$ cat config.mk
export PLATFORM = sky130hd
export DESIGN_NAME = source_line_classifier_core
export DESIGN_NICKNAME = d
export VERILOG_FILES = /design/src/hw/rtl/slc_pkg.sv /design/src/hw/rtl/slc_line_step.sv /design/src/hw/rtl/source_line_classifier_core.sv
export VERILOG_INCLUDE_DIRS = /design/src /design/src/hw/rtl
export SDC_FILE = /design/constraint.sdc
export NUM_CORES = 1
export LEC_CHECK = 0
export ABC_CLOCK_PERIOD_IN_PS = 15100
export BUFFER_PORTS_ARGS = -buffer_cell sky130_fd_sc_hd__buf_2
export CELL_PAD_IN_SITES_DETAIL_PLACEMENT = 0
export CELL_PAD_IN_SITES_GLOBAL_PLACEMENT = 1
export CORE_ASPECT_RATIO = 0.75
export CORE_MARGIN = 2
export CORE_UTILIZATION = 40
export CTS_CLUSTER_DIAMETER = 80
export DETAILED_ROUTE_END_ITERATION = 10
export GPL_ROUTABILITY_DRIVEN = 1
export PLACE_DENSITY = 0.68
export SETUP_SLACK_MARGIN = 0.15
export SYNTH_ARGS = -nofsm -noshare
export SYNTH_HDL_FRONTEND = slang
export SYNTH_SLANG_ARGS = --single-unit
$ cat constraint.sdc
create_clock -name clk -period 15.1 [get_ports clk]
set_input_delay 3.02 -clock clk [delete_from_list [all_inputs] [get_ports clk]]
set_output_delay 3.02 -clock clk [all_outputs]
set_load 0.005 [all_outputs]
$ cat src/hw/rtl/assert_macros.svh
// Assertion shorthands shared by the classifier RTL.
// Each macro expects a clock named clk and an active-low reset named arst_n in scope.
`ifndef ASSERT_MACROS_SVH
`define ASSERT_MACROS_SVH

// property must hold at every clock edge out of reset
`define ASSERT_ALWAYS(label, prop, msg) \
	label: assert property (@(posedge clk) disable iff (!arst_n) (prop)) else $error(msg);

// expression must never be true out of reset
`define ASSERT_NEVER(label, expr, msg) \
	label: assert property (@(posedge clk) disable iff (!arst_n) !(expr)) else $error(msg);

`endif

$ cat src/hw/rtl/slc_pkg.sv
// Shared types, constants and line-finish logic for the source line classifier.
// No dependencies; used by slc_line_step and source_line_classifier_core.
package slc_pkg;

	localparam int MARKER_BYTES = 4;
	localparam int NUM_MARKERS  = 3;
	localparam int MARKER_W     = 32;
	localparam int MARKER_SLOTS = MARKER_W / 8;
	localparam int SLOT_W       = $clog2(MARKER_SLOTS);
	localparam int POS_W        = $clog2(MARKER_BYTES + 1);
	localparam int LEN_W        = 3;
	localparam int CNT_W        = 32;
	localparam int BYTES_W      = 48;
	localparam int CFG_IDX_W    = 3;

	localparam logic [7:0] CH_NEWLINE = 8'h0A;
	localparam logic [7:0] CH_SPACE   = 8'h20;
	localparam logic [7:0] CH_TAB     = 8'h09;
	localparam logic [7:0] CH_VT      = 8'h0B;
	localparam logic [7:0] CH_FF      = 8'h0C;
	localparam logic [7:0] CH_CR      = 8'h0D;

	typedef enum logic [CFG_IDX_W-1:0] {
		REG_LINE_MARKER      = 3'd0,
		REG_LINE_MARKER_LEN  = 3'd1,
		REG_OPEN_MARKER      = 3'd2,
		REG_OPEN_MARKER_LEN  = 3'd3,
		REG_CLOSE_MARKER     = 3'd4,
		REG_CLOSE_MARKER_LEN = 3'd5
	} reg_index_t;

	typedef struct packed {
		logic [MARKER_W-1:0] line_marker;
		logic [LEN_W-1:0]    line_marker_len;
		logic [MARKER_W-1:0] open_marker;
		logic [LEN_W-1:0]    open_marker_len;
		logic [MARKER_W-1:0] close_marker;
		logic [LEN_W-1:0]    close_marker_len;
	} cfg_t;

	typedef struct packed {
		logic [7:0] text_byte;
		logic       byte_present;
		logic       end_of_file;
	} src_item_t;

	typedef struct packed {
		logic [CNT_W-1:0]   line_total;
		logic [CNT_W-1:0]   blank_total;
		logic [CNT_W-1:0]   comment_lines;
		logic [CNT_W-1:0]   code_total;
		logic [BYTES_W-1:0] byte_count;
	} res_item_t;

	typedef struct packed {
		logic                   in_block_comment;
		logic                   line_open;
		logic                   past_indent;
		logic [POS_W-1:0]       match_pos;
		logic [NUM_MARKERS-1:0] match_alive;
		logic [CNT_W-1:0]       total_count;
		logic [CNT_W-1:0]       blank_count;
		logic [CNT_W-1:0]       comment_count;
		logic [BYTES_W-1:0]     bytes_seen;
	} line_state_t;

	typedef struct packed {
		logic [1:0] comment_inc;
		logic       in_block;
	} finish_t;

	function automatic logic [POS_W-1:0] eff_len(logic [LEN_W-1:0] len);
		if (int'(len) > MARKER_BYTES)
			return POS_W'(MARKER_BYTES);
		return POS_W'(len);
	endfunction

	// bytes past the 32-bit register read as zero
	function automatic logic [7:0] marker_byte(logic [MARKER_W-1:0] val, logic [POS_W-1:0] pos);
		if (int'(pos) >= MARKER_SLOTS)
			return 8'h00;
		return val[8*pos[SLOT_W-1:0] +: 8];
	endfunction

	function automatic logic marker_hit(logic [POS_W-1:0] len, logic alive, logic [POS_W-1:0] pos);
		return (len == '0) || (alive && (pos >= len));
	endfunction

	function automatic logic [CNT_W-1:0] sat_add(logic [CNT_W-1:0] v, logic [1:0] inc);
		logic [CNT_W:0] sum;
		sum = {1'b0, v} + (CNT_W+1)'(inc);
		if (sum[CNT_W])
			return '1;
		return sum[CNT_W-1:0];
	endfunction

	// comment count update at the end of a non-blank line; the block
	// flag counts the line again whenever it is left set
	function automatic finish_t finish_line(cfg_t cfg, logic [NUM_MARKERS-1:0] alive,
		logic [POS_W-1:0] pos, logic in_blk);
		finish_t          r;
		logic [POS_W-1:0] l0;
		logic [POS_W-1:0] l1;
		logic [POS_W-1:0] l2;
		logic             h0;
		logic             h1;
		logic             h2;
		l0 = eff_len(cfg.line_marker_len);
		l1 = eff_len(cfg.open_marker_len);
		l2 = eff_len(cfg.close_marker_len);
		h0 = marker_hit(l0, alive[0], pos);
		h1 = marker_hit(l1, alive[1], pos);
		h2 = marker_hit(l2, alive[2], pos);
		r.comment_inc = 2'd0;
		r.in_block = in_blk;
		if (l0 != '0 && h0)
			r.comment_inc = r.comment_inc + 2'd1;
		if (l1 != '0) begin
			if (!in_blk) begin
				if (h1)
					r.in_block = 1'b1;
			end else if (h2) begin
				r.comment_inc = r.comment_inc + 2'd1;
				r.in_block = 1'b0;
			end
		end
		if (r.in_block)
			r.comment_inc = r.comment_inc + 2'd1;
		return r;
	endfunction

endpackage

$ cat src/hw/rtl/slc_line_step.sv
// Next-state logic for one present byte: indent skip, marker compare, line end.
// Depends on slc_pkg.
module slc_line_step (
	input  slc_pkg::cfg_t        cfg,
	input  slc_pkg::line_state_t cur,
	input  logic [7:0]           text_byte,
	output slc_pkg::line_state_t nxt
);

	logic [slc_pkg::MARKER_W-1:0]    mval [slc_pkg::NUM_MARKERS];
	logic [slc_pkg::POS_W-1:0]       mlen [slc_pkg::NUM_MARKERS];
	logic [slc_pkg::NUM_MARKERS-1:0] base_alive;
	logic [slc_pkg::POS_W-1:0]       base_pos;
	logic [slc_pkg::NUM_MARKERS-1:0] cmp_alive;
	logic [slc_pkg::POS_W-1:0]       cmp_pos;
	logic                            is_nl;
	logic                            is_skip;
	slc_pkg::finish_t                fin;

	assign mval[0] = cfg.line_marker;
	assign mval[1] = cfg.open_marker;
	assign mval[2] = cfg.close_marker;
	assign mlen[0] = slc_pkg::eff_len(cfg.line_marker_len);
	assign mlen[1] = slc_pkg::eff_len(cfg.open_marker_len);
	assign mlen[2] = slc_pkg::eff_len(cfg.close_marker_len);

	assign is_nl   = (text_byte == slc_pkg::CH_NEWLINE);
	assign is_skip = text_byte inside {slc_pkg::CH_SPACE, slc_pkg::CH_TAB, slc_pkg::CH_VT,
		slc_pkg::CH_FF, slc_pkg::CH_CR};

	// first compared byte of a line restarts every marker
	assign base_alive = cur.past_indent ? cur.match_alive : '1;
	assign base_pos   = cur.past_indent ? cur.match_pos : '0;

	always_comb begin
		cmp_alive = base_alive;
		for (int k = 0; k < slc_pkg::NUM_MARKERS; k++) begin
			if (base_pos < mlen[k] && text_byte != slc_pkg::marker_byte(mval[k], base_pos))
				cmp_alive[k] = 1'b0;
		end
		if (int'(base_pos) < slc_pkg::MARKER_BYTES)
			cmp_pos = base_pos + 1'b1;
		else
			cmp_pos = base_pos;
	end

	assign fin = slc_pkg::finish_line(cfg, cmp_alive, cmp_pos, cur.in_block_comment);

	always_comb begin
		nxt = cur;
		if (cur.bytes_seen != '1)
			nxt.bytes_seen = cur.bytes_seen + 1'b1;
		nxt.line_open = 1'b1;
		if (is_nl) begin
			nxt.total_count = slc_pkg::sat_add(cur.total_count, 2'd1);
			if (!cur.past_indent && !cur.in_block_comment) begin
				nxt.blank_count = slc_pkg::sat_add(cur.blank_count, 2'd1);
			end else begin
				nxt.comment_count    = slc_pkg::sat_add(cur.comment_count, fin.comment_inc);
				nxt.in_block_comment = fin.in_block;
			end
			nxt.line_open   = 1'b0;
			nxt.past_indent = 1'b0;
			nxt.match_pos   = '0;
			nxt.match_alive = '0;
		end else if (cur.past_indent || !is_skip) begin
			nxt.past_indent = 1'b1;
			nxt.match_alive = cmp_alive;
			nxt.match_pos   = cmp_pos;
		end
	end

endmodule

$ cat src/hw/rtl/source_line_classifier_core.sv
// Source line classifier top level: config registers, per-byte state, result pipeline.
// Depends on slc_pkg, slc_line_step and assert_macros.svh.
//
// Usage:
//   src channel: one word per file byte (text_byte, byte_present, end_of_file).
//     A word with end_of_file set closes the file; its byte, if present,
//     is counted first. A word with neither flag set is a no-op.
//   res channel: one word per file with total, blank, comment, code and
//     byte counts; code is total minus comment minus blank, floored at zero.
//   cfg channel: cfg_index selects the register (marker bytes or lengths),
//     cfg_data carries the value; cfg_ready is always high. Write only while
//     no file is in progress and no result is outstanding.
// Throughput: one src word per cycle while no end-of-file word is held waiting;
// the per-byte update is a combinational loop on the line state register.
// Result path: input register, end-of-line finish stage, code subtract stage
// into the output register.
// Reset clears the line state, the pipeline and all config registers.
// A stalled res side holds the result; non-final bytes keep streaming and
// only another end-of-file word waits once the three result stages are full.
module source_line_classifier_core (
	input  logic                                 clk,
	input  logic                                 arst_n,
	input  logic                                 src_valid,
	output logic                                 src_ready,
	input  slc_pkg::src_item_t                   src_item,
	output logic                                 res_valid,
	input  logic                                 res_ready,
	output slc_pkg::res_item_t                   res_item,
	input  logic                                 cfg_valid,
	output logic                                 cfg_ready,
	input  logic [slc_pkg::CFG_IDX_W-1:0]        cfg_index,
	input  logic [slc_pkg::MARKER_W-1:0]         cfg_data
);

	`include "assert_macros.svh"

	slc_pkg::cfg_t        cfg_q;
	slc_pkg::line_state_t state_q;
	slc_pkg::line_state_t step_nxt;
	slc_pkg::line_state_t post_state;

	logic                 v_s1;
	slc_pkg::src_item_t   item_s1;
	logic                 s1_take;

	logic                 v_s2;
	slc_pkg::line_state_t snap_s2;
	logic                 s2_free;

	logic                 v_s3;
	logic [slc_pkg::CNT_W-1:0]   tot_s3;
	logic [slc_pkg::CNT_W-1:0]   blank_s3;
	logic [slc_pkg::CNT_W-1:0]   com_s3;
	logic [slc_pkg::BYTES_W-1:0] bytes_s3;
	logic                 s3_free;

	slc_pkg::finish_t     fin_s2;
	logic [slc_pkg::CNT_W-1:0]   tot_fin;
	logic [slc_pkg::CNT_W-1:0]   com_fin;
	logic [slc_pkg::CNT_W:0]     used_s3;
	logic [slc_pkg::CNT_W-1:0]   code_s3;

	logic                 res_valid_q;
	slc_pkg::res_item_t   res_item_q;
	logic                 res_free;

	// config registers
	assign cfg_ready = 1'b1;

	always_ff @(posedge clk or negedge arst_n) begin
		if (!arst_n) begin
			cfg_q <= '0;
		end else if (cfg_valid && cfg_ready) begin
			case (cfg_index)
				slc_pkg::REG_LINE_MARKER:      cfg_q.line_marker      <= cfg_data;
				slc_pkg::REG_LINE_MARKER_LEN:  cfg_q.line_marker_len  <= cfg_data[slc_pkg::LEN_W-1:0];
				slc_pkg::REG_OPEN_MARKER:      cfg_q.open_marker      <= cfg_data;
				slc_pkg::REG_OPEN_MARKER_LEN:  cfg_q.open_marker_len  <= cfg_data[slc_pkg::LEN_W-1:0];
				slc_pkg::REG_CLOSE_MARKER:     cfg_q.close_marker     <= cfg_data;
				slc_pkg::REG_CLOSE_MARKER_LEN: cfg_q.close_marker_len <= cfg_data[slc_pkg::LEN_W-1:0];
				default: ;
			endcase
		end
	end

	// handshake chain, output side first
	assign res_free  = !res_valid_q || res_ready;
	assign s3_free   = !v_s3 || res_free;
	assign s2_free   = !v_s2 || s3_free;
	assign s1_take   = v_s1 && (!item_s1.end_of_file || s2_free);
	assign src_ready = !v_s1 || s1_take;

	always_ff @(posedge clk or negedge arst_n) begin
		if (!arst_n) begin
			v_s1 <= 1'b0;
		end else if (src_ready) begin
			v_s1 <= src_valid;
		end
	end

	always_ff @(posedge clk) begin
		if (src_valid && src_ready)
			item_s1 <= src_item;
	end

	slc_line_step u_step (
		.cfg       (cfg_q),
		.cur       (state_q),
		.text_byte (item_s1.text_byte),
		.nxt       (step_nxt)
	);

	assign post_state = item_s1.byte_present ? step_nxt : state_q;

	// line state: cleared for the next file once the end word moves on
	always_ff @(posedge clk or negedge arst_n) begin
		if (!arst_n) begin
			state_q <= '0;
		end else if (s1_take) begin
			state_q <= item_s1.end_of_file ? '0 : post_state;
		end
	end

	always_ff @(posedge clk or negedge arst_n) begin
		if (!arst_n) begin
			v_s2 <= 1'b0;
		end else if (s2_free) begin
			v_s2 <= s1_take && item_s1.end_of_file;
		end
	end

	always_ff @(posedge clk) begin
		if (s2_free && s1_take && item_s1.end_of_file)
			snap_s2 <= post_state;
	end

	// an unfinished last line counts as a line and gets the marker check
	assign fin_s2  = slc_pkg::finish_line(cfg_q, snap_s2.match_alive, snap_s2.match_pos,
		snap_s2.in_block_comment);
	assign tot_fin = snap_s2.line_open ? slc_pkg::sat_add(snap_s2.total_count, 2'd1)
		: snap_s2.total_count;
	assign com_fin = snap_s2.line_open ? slc_pkg::sat_add(snap_s2.comment_count, fin_s2.comment_inc)
		: snap_s2.comment_count;

	always_ff @(posedge clk or negedge arst_n) begin
		if (!arst_n) begin
			v_s3 <= 1'b0;
		end else if (s3_free) begin
			v_s3 <= v_s2;
		end
	end

	always_ff @(posedge clk) begin
		if (s3_free && v_s2) begin
			tot_s3   <= tot_fin;
			blank_s3 <= snap_s2.blank_count;
			com_s3   <= com_fin;
			bytes_s3 <= snap_s2.bytes_seen;
		end
	end

	assign used_s3 = {1'b0, com_s3} + {1'b0, blank_s3};
	assign code_s3 = (used_s3 >= {1'b0, tot_s3}) ? '0 : (tot_s3 - used_s3[slc_pkg::CNT_W-1:0]);

	always_ff @(posedge clk or negedge arst_n) begin
		if (!arst_n) begin
			res_valid_q <= 1'b0;
		end else if (res_free) begin
			res_valid_q <= v_s3;
		end
	end

	always_ff @(posedge clk) begin
		if (res_free && v_s3) begin
			res_item_q.line_total    <= tot_s3;
			res_item_q.blank_total   <= blank_s3;
			res_item_q.comment_lines <= com_s3;
			res_item_q.code_total    <= code_s3;
			res_item_q.byte_count    <= bytes_s3;
		end
	end

	assign res_valid = res_valid_q;
	assign res_item  = res_item_q;

	`ASSERT_ALWAYS(a_state_clear_after_eof,
		(s1_take && item_s1.end_of_file) |=> (state_q == '0),
		"line state not cleared after end of file")
	`ASSERT_NEVER(a_blank_le_total, state_q.blank_count > state_q.total_count,
		"blank count above total")
	`ASSERT_NEVER(a_indent_needs_open_line, state_q.past_indent && !state_q.line_open,
		"past indent on a closed line")
	`ASSERT_NEVER(a_match_pos_range, int'(state_q.match_pos) > slc_pkg::MARKER_BYTES,
		"match position out of range")
	`ASSERT_ALWAYS(a_code_le_total,
		res_valid_q |-> (res_item_q.code_total <= res_item_q.line_total),
		"code count above total")

endmodule

==> results of run 1 <==
## routing by layer
| layer | vias up | wire length [um] |
|---|---|---|
| met4 | 0 | 2320 |
| li1 | 12000 | - |
| met5 | - | 0 |
| met2 | 685 | 41900 |
| met3 | 129 | 4950 |
| met1 | 12800 | 46700 |
## synth_stat cells, types with 33 or more instances
| library cell | instances |
|---|---|
| sky130_fd_sc_hd__dfrtp_1 | 262 |
| sky130_fd_sc_hd__xnor2_1 | 123 |
| sky130_fd_sc_hd__xor2_1 | 113 |
| sky130_fd_sc_hd__a21oi_1 | 154 |
| sky130_fd_sc_hd__nand2_1 | 362 |
| sky130_fd_sc_hd__and2_1 | 33 |
| sky130_fd_sc_hd__ha_1 | 130 |
| sky130_fd_sc_hd__nand3_1 | 108 |
| sky130_fd_sc_hd__nand4_1 | 51 |
| sky130_fd_sc_hd__edfxtp_1 | 482 |
| sky130_fd_sc_hd__mux2_2 | 110 |
| sky130_fd_sc_hd__nor3_1 | 38 |
| sky130_fd_sc_hd__o21ai_0 | 157 |
| sky130_fd_sc_hd__and3_1 | 88 |
| sky130_fd_sc_hd__inv_1 | 110 |
| sky130_fd_sc_hd__a22o_1 | 62 |
| sky130_fd_sc_hd__a31oi_1 | 37 |
| sky130_fd_sc_hd__nor2_1 | 145 |
| sky130_fd_sc_hd__a21o_1 | 40 |
| sky130_fd_sc_hd__clkbuf_1 | 106 |
## layout by cell type (no fill, tap or decap), types with 20 or more instances in the layout
| cell | count |
|---|---|
| sky130_fd_sc_hd__nand2_1 | 361 |
| sky130_fd_sc_hd__o21ai_0 | 157 |
| sky130_fd_sc_hd__a22o_1 | 62 |
| sky130_fd_sc_hd__mux2_2 | 110 |
| sky130_fd_sc_hd__xor2_1 | 113 |
| sky130_fd_sc_hd__and2_1 | 31 |
| sky130_fd_sc_hd__buf_4 | 22 |
| sky130_fd_sc_hd__ha_1 | 130 |
| sky130_fd_sc_hd__nand2b_1 | 28 |
| sky130_fd_sc_hd__a31oi_1 | 37 |
| sky130_fd_sc_hd__nor2b_1 | 24 |
| sky130_fd_sc_hd__nand3_1 | 108 |
| sky130_fd_sc_hd__edfxtp_1 | 482 |
| sky130_fd_sc_hd__xnor2_1 | 123 |
| sky130_fd_sc_hd__nand4_1 | 51 |
| sky130_fd_sc_hd__o22a_1 | 27 |
| sky130_fd_sc_hd__clkbuf_16 | 82 |
| sky130_fd_sc_hd__inv_1 | 110 |
| sky130_fd_sc_hd__nor2_1 | 143 |
| sky130_fd_sc_hd__buf_2 | 226 |
| sky130_fd_sc_hd__a21o_1 | 40 |
| sky130_fd_sc_hd__and4_1 | 20 |
| sky130_fd_sc_hd__a21oi_1 | 154 |
| sky130_fd_sc_hd__dfrtp_1 | 261 |
| sky130_fd_sc_hd__mux2i_1 | 30 |
| sky130_fd_sc_hd__and3_1 | 88 |
| sky130_fd_sc_hd__o21a_1 | 20 |
| sky130_fd_sc_hd__nor3_1 | 37 |
## cells by family (layout without fill, tap and decap cells)
kind of cell / after synthesis / in the layout / synth area share
AO/OA/AOI/OAI: 658 / 658 / 0.119
adder cells (fa/ha/maj): 134 / 134 / 0.0463
AND/OR/NAND/NOR: 988 / 988 / 0.136
multiplexers: 149 / 149 / 0.0446
buffers and inverters: 252 / 511 / 0.0275
flip-flops: 744 / 744 / 0.570
other: 1 / 1 / 0.000102
XOR/XNOR: 236 / 236 / 0.0561
## state kept, by name, summed over array words and instances, names as in the netlist
name and count:
state_q 153, item_s1 10, res_valid 1, v_s1 1, snap_s2 152, tot_s3 32
blank_s3 32, v_s2 1, com_s3 32, res_item 176, bytes_s3 48, cfg_q 105
v_s3 1
## worst max-delay path by stage
stage,from,end,cells past startpoint
after floorplan,res_ready,res_item[0]$_DFFE_PP_,2
after global placement,res_ready,src_ready,5
after detailed placement,res_ready,src_ready,5
after CTS,res_ready,src_ready,5
after global routing,res_ready,src_ready,5
final,res_ready,src_ready,5
## power by group through the flow
stage	clock [mW]	combinational (mW)	sequential, mW
floorplan	0	0.545	2.49
global placement	0	0.781	2.50
detailed placement	0	0.798	2.51
CTS	2.06	0.803	2.47
global route	2.14	0.888	2.49
finish	2.00	0.802	2.47
## metrics by stage
step | utilization | worst slack [ps] | power [mW] | instances | hold WS (ps)
after global placement | 0.429 | 8020 | 3.28 | 4497 | 403
after floorplan | - | 3500 | 3.03 | 3162 | 400
after detailed placement | 0.429 | 8000 | 3.31 | 4497 | 405
after global routing | 0.459 | 7930 | 5.51 | 4646 | 420
final | 0.459 | 8010 | 5.28 | 4646 | 413
after CTS | 0.459 | 8000 | 5.33 | 4646 | 408
## layout make-up
type | count | area, sq um | area share
clock buffer | 102 | 2220 | 0.0529
clock inverter | 47 | 478 | 0.0114
inverter | 112 | 420 | 0.0100
multi-input combinational | 2166 | 14900 | 0.356
sequential | 744 | 21000 | 0.502
tap | 1225 | 1530 | 0.0366
timing repair buffer | 250 | 1330 | 0.0318
==> metrics.txt, run 1 <==
run status=complete, no violations; vias in the first global route=roughly 25000; reg2reg setup slack=about 9000 ps; Top cell by count, worst path=sky130_fd_sc_hd__buf_2; remaining global-route overflow=0; launching element type of the critical path=input port; Int Power=around 3.9 mW; Finish-stage setup viols=0; Syn Area/Cell=about 12 sq um; net load switching power=about 1.4 mW; most crowded layer after global routing=met2; max-slew violations=0; Pre-antenna DRT Iters=6; final wirelength=~96000 um; most area-consuming cells after synthesis=sky130_fd_sc_hd__edfxtp_1 39%, sky130_fd_sc_hd__dfrtp_1 18%, sky130_fd_sc_hd__ha_1 4.4%, sky130_fd_sc_hd__nand2_1 3.7%, sky130_fd_sc_hd__mux2_2 3.4%; post-synthesis async set-or-reset flop share=0.352; starting density of the core=0.403; synthesized netlist cell count=~3200; number of cells traversed by the worst register-to-register path=21; cell depth of the worst hold path=0; average wire length per cell after detail routing=between 20 and 25 um; vias after detailed routing=about 26000; Die Ht=approximately 270 um; Leakage=~17 nW; number of register bits inferred by synthesis=744; final instance area=about 42000 sq um; CP max stage cell=sky130_fd_sc_hd__nor2b_1; deepest clock path buffer count=3; Post-Synthesis Net Count=between 3000 and 4000; Final Skew=between 20 and 25 ps; worst voltage drop across the vdd grid=about 81 uV; Relative slew margins=0.192; wire length of the first global-routing pass=approximately 150000 um; period utilisation layout=0.470; layout filler cell count=between 8000 and 9000; residual DRC count=0; Clk pwr share=0.380; most used flip-flop cell after synthesis=sky130_fd_sc_hd__edfxtp_1; critical path data required time=12080 ps; Critical path buffers and inverters=2; # Post-CTS Setup Buffers=0; count of routing violations after the opening detailed-route iteration=about 2100; I/O Buffers=227; worst flop-to-flop path endpoint=snap_s2[60]$_DFFE_PP_; crit-path max cell delay=320 ps; Hold Fails Final Rpt=0; worst-path fanout max=5; largest net degree at the start of global routing=approximately 150; synth warn=0; terminating pin of the worst hold path=bytes_s3[34]$_DFFE_PP_; power density normalized to cell area=around 130 nW/um^2; antenna violations before repair=0; Achievable Freq=141 MHz; Overall Global Routing Usage=0.200; I/O Pins=roughly 230; met3 global-route usage=0.0320; antenna fix cells=0; antenna violation net count after detailed routing=0; Setup TNS Final=0 ps; core box area=approximately 91000 sq um; met2 Resource Use GR=0.302; horizontal extent of the die=between 300 and 400 um; sequential share of power=0.468; number of CTS-inserted buffers=80; reg-to-reg critical path startpoint=state_q[147]$_DFFE_PN0P_; layout overhead on the synthesized area=13.7%; minimum period implied by the final worst setup slack=7090 ps; met1 Use GR=0.296; max-capacitance violation count=0; critical path's top delay family=simple AND/OR/NAND/NOR gates; clock tree from TritonCTS=built; critical path arrival=between 4000 and 5000 ps; fraction of layout instances using a drive strength above 1=0.159; Die Area=94700 sq um; WS Path Type=input port to output port; H-Tree Level Count=3; RSZ-0062 raised after global routing=no; clock transition at the register clock pins on the worst setup and hold paths after CTS=60 ps; worst min-delay path class=flop to flop; proportion of power drawn by combinational gates=0.152; EDFF count, synth=482; post-synthesis instance area=between 30000 and 40000 sq um; Switching Share=0.270; Root Buffer Master=sky130_fd_sc_hd__clkbuf_16; total number of clock tree sinks=~740; final layout net count=between 3000 and 4000; hold_buf cts=0; post-synth top area share=0.393; min-delay src=snap_s2[34]$_DFFE_PP_; sequential share of the synthesized area=0.570; cell type with the largest total area after synthesis=sky130_fd_sc_hd__edfxtp_1; critical path endpoint category=output port; quantity of gates resized following cts=0; GP Congestion=roughly 0.85; via/cell ratio=5.51; estimated wirelength of the detail-placed design=~67000 um; Distinct cells, synth=99; cells along the critical path=buf_2, nor2b_1, and3_1, nand3_1, buf_2; number of cell rows=96; area of placed instances=39200 sq um; clk_lat worst skew=roughly 650 ps; Worst Tran Pin Value=~1200 ps
(Power assumes the default switching activity.)
==> run 2, diff against run 1 <==
ABC_AREA = 1   (was not set)
ABC_CLOCK_PERIOD_IN_PS = 7100   (was 15100)
PLACE_DENSITY = 0.7   (was 0.68)
clock period = 7.1 ns   (was 15.1 ns; I/O delays follow)
==> metrics.txt, run 2 <==
most used flip-flop cell after synthesis=sky130_fd_sc_hd__edfxtp_1; layout overhead on the synthesized area=13.6%; wire length of the first global-routing pass=164000 um (+11%); worst-path fanout max=32 (+27); largest net degree at the start of global routing=149 (+0.68%); number of register bits inferred by synthesis=744 (unchanged); quantity of gates resized following cts=0 (unchanged); most frequent cells in the layout=867 x sky130_fd_sc_hd__nand2_1, 603 x sky130_fd_sc_hd__inv_1, 482 x sky130_fd_sc_hd__edfxtp_1; fraction of layout instances using a drive strength above 1=0.106 (-0.0533); GP Congestion=0.917 (+8.0%); Critical path buffers and inverters=1 (-1); I/O Buffers=227 (unchanged); final design utilization=0.458 (-0.000856); max-capacitance violation count=0 (unchanged); Pre-antenna DRT Iters=6 (unchanged); post-synthesis instance area=37600 sq um (+2.0%); EDFF count, synth=482 (unchanged); CP max stage cell=sky130_fd_sc_hd__nand2_1; antenna violations before repair=0 (unchanged); clk_lat worst skew=640 ps (about the same); Relative slew margins=0.219 (+0.0268); Top cell by count, worst path=sky130_fd_sc_hd__nand2_1; metal2 WL=42200 um (+0.76%); deepest clock path buffer count=3 (unchanged); Die Ht=270 um (+0.99%); Leakage=18.8 nW (+10%); vias in the first global route=27000 (+7.4%); synth warn=0 (unchanged); cells along the critical path=ha_1, nand2_1, o21ai_0, nand2_1, nand2_1, a31oi_1, o21ai_0, a21boi_0, o21ai_0, xor2_1, ha_1, nand2_1, nor2_1, nand2_1, o41ai_1, a21oi_1, nand2_1, inv_1, nand2_1, nor2_1; leading cell type in the layout, fill and taps excluded=sky130_fd_sc_hd__nand2_1; number of cell rows=97 (+1.0%); period utilisation layout=0.808; post-synthesis async set-or-reset flop share=0.352 (unchanged); power density normalized to cell area=262 nW/um^2 (+110%); M1 WL=54800 um (+17%); top cell types by occurrence after synthesis=869 x sky130_fd_sc_hd__nand2_1, 607 x sky130_fd_sc_hd__inv_1, 482 x sky130_fd_sc_hd__edfxtp_1; clock tree from TritonCTS=built; worst-case hold slack=403 ps (-10.1 ps); hold_buf cts=0 (unchanged); Root Buffer Master=sky130_fd_sc_hd__clkbuf_16; antenna violation net count after detailed routing=0 (unchanged); worst voltage drop across the vdd grid=162 uV (+100%); I/O Pins=229 (unchanged); most frequent cell after synthesis=sky130_fd_sc_hd__nand2_1; average wire length per cell after detail routing=18.6 um (-9.7%); layout filler cell count=9161 (+11%); Syn Area/Cell=9.25 sq um (-21%); sequential share of the synthesized area=0.559 (-0.0113); count of routing violations after the opening detailed-route iteration=2626 (+26%); highest layer used for signal routing=met4; Finish-stage setup viols=0 (unchanged); antenna fix cells=0 (unchanged); total number of clock tree sinks=744 (unchanged); most area-consuming cells after synthesis=sky130_fd_sc_hd__edfxtp_1 38%, sky130_fd_sc_hd__dfrtp_1 17%, sky130_fd_sc_hd__nand2_1 8.7%, sky130_fd_sc_hd__inv_1 6.1%, sky130_fd_sc_hd__o21ai_0 5.0%; Final Skew=25.2 ps (+0.486 ps); met3 routed WL=5560 um (+12%); WS Path Type=flop to flop; Post-Synthesis Net Count=4250 (+27%); critical path's top delay family=compound AO/OA/AOI/OAI gates; Die Area=96500 sq um (+2.0%); vias after detailed routing=28400 (+11%); horizontal extent of the die=358 um (+0.99%); crit-path max cell delay=830 ps (+510 ps); synthesized netlist cell count=4066 (+29%); run status=complete, no violations; H-Tree Level Count=3 (unchanged); final wirelength=104000 um (+8.8%); minimum period implied by the final worst setup slack=5740 ps; clock transition at the register clock pins on the worst setup and hold paths after CTS=60 ps (about the same); storage element area=21000 sq um (about the same); via/cell ratio=5.07 (-8.0%); critical path endpoint category=flop; area used by multi-input combinational logic=13900 sq um (-7.0%); launching element type of the critical path=flop; Setup TNS Final=0 ps (unchanged); critical path arrival=6070 ps (+2000 ps); max-slew violations=0 (unchanged); remaining global-route overflow=0 (unchanged); critical path data required time=7430 ps (-4650 ps); Overall Global Routing Usage=0.218 (+0.0180); worst min-delay path class=flop to flop; residual DRC count=0 (unchanged); starting density of the core=0.403 (about the same); cell type with the largest total area after synthesis=sky130_fd_sc_hd__edfxtp_1; # Post-CTS Setup Buffers=0 (unchanged); core box area=93300 sq um (+2.1%); Achievable Freq=between 150 and 200 MHz; post-synth top area share=0.385 (-0.00777); final layout net count=4483 (+27%); number of CTS-inserted buffers=79 (-1.3%); RSZ-0062 raised after global routing=no; max FFs per register=176 (unchanged); Hold Fails Final Rpt=0 (unchanged); estimated wirelength of the detail-placed design=76100 um (+13%); Distinct cells, synth=61 (-38%); Worst Tran Pin Value=1170 ps (-43.0 ps)
run 2: cell types whose count changed in the layout (fill, tap and decap cells not counted), sizes merged, moves of 31 or more:
cell,before,now
a31oi,38,7
xnor2,123,26
and2,33,0
nand2,363,876
nor3,41,93
nand3,109,246
a22o,62,2
mux2,118,0
inv,115,620
mux2i,31,0
o21ai,170,387
o22ai,6,59
and3,88,2
nor2,147,339
run 2: worst paths after layout:
kind	from	to	slack, ps	depth (start not counted)
min reg2reg	snap_s2[32]$_DFFE_PP_	bytes_s3[32]$_DFFE_PP_	400	0
max in group asynchronous	arst_n	state_q[118]$_DFFE_PN0P_	5060	2
min in group asynchronous	arst_n	cfg_q[44]$_DFFE_PN0P_	730	1
max reg2reg	blank_s3[4]$_DFFE_PP_	res_item[56]$_SDFFCE_PP0P_	1360	20
max	blank_s3[4]$_DFFE_PP_	res_item[56]$_SDFFCE_PP0P_	1360	20
min	snap_s2[32]$_DFFE_PP_	bytes_s3[32]$_DFFE_PP_	400	0
run 2: stage by stage:
step / area, sq um / power (mW) / setup slack, ps / cells
after floorplan: 37600 / 6.41 / 614 / 4066
after global placement: 40100 / 7.07 / 1580 / 5455
after detailed placement: 40100 / 7.08 / 1490 / 5455
after CTS: 42700 / 11.3 / 1430 / 5599
after global routing: 42700 / 11.7 / 875 / 5599
final: 42700 / 11.2 / 1360 / 5599
run 2: area by class of cell:
type	count	share of cell area
Clock buffer	100	0.0508
Clock inverter	44	0.0101
Inverter	617	0.0545
Multi-Input combinational cell	2606	0.325
Sequential cell	744	0.492
Tap cell	1237	0.0362
Timing Repair Buffer	251	0.0316
run 2: power breakdown:
group | internal (mW) | switching, mW | total [mW]
Clock | 2.37 | 1.81 | 4.18
Combinational | 0.582 | 1.21 | 1.79
Sequential | 5.01 | 0.197 | 5.21
run 2: cells by family after synthesis:
logic type / Yosys count / share of synthesized area
buffers and inverters: 716 / 0.0734
flip-flops: 744 / 0.559
AND/OR/NAND/NOR: 1676 / 0.194
XOR/XNOR: 154 / 0.0359
AO/OA/AOI/OAI: 641 / 0.0921
adder cells (fa/ha/maj): 134 / 0.0454
other: 1 / 0.0000997
run 2: routing by layer:
| metal | track usage | vias up |
|---|---|---|
| li1 | - | 14000 |
| met1 | 0.357 | 13500 |
| met2 | 0.299 | 708 |
| met3 | 0.0326 | 100 |
| met4 | 0.0459 | 0 |
| met5 | 0 | - |
run 2: worst reg2reg max path, cell delays in order (launching register included):
cell and delay, ps:
sky130_fd_sc_hd__edfxtp_1 460, sky130_fd_sc_hd__ha_1 390, sky130_fd_sc_hd__nand2_1 90, sky130_fd_sc_hd__o21ai_0 270
sky130_fd_sc_hd__nand2_1 80, sky130_fd_sc_hd__nand2_1 70, sky130_fd_sc_hd__a31oi_1 80, sky130_fd_sc_hd__o21ai_0 660
sky130_fd_sc_hd__a21boi_0 270, sky130_fd_sc_hd__o21ai_0 300, sky130_fd_sc_hd__xor2_1 360, sky130_fd_sc_hd__ha_1 260
sky130_fd_sc_hd__nand2_1 130, sky130_fd_sc_hd__nor2_1 170, sky130_fd_sc_hd__nand2_1 150, sky130_fd_sc_hd__o41ai_1 490
sky130_fd_sc_hd__a21oi_1 80, sky130_fd_sc_hd__nand2_1 80, sky130_fd_sc_hd__inv_1 50, sky130_fd_sc_hd__nand2_1 830
sky130_fd_sc_hd__nor2_1 150
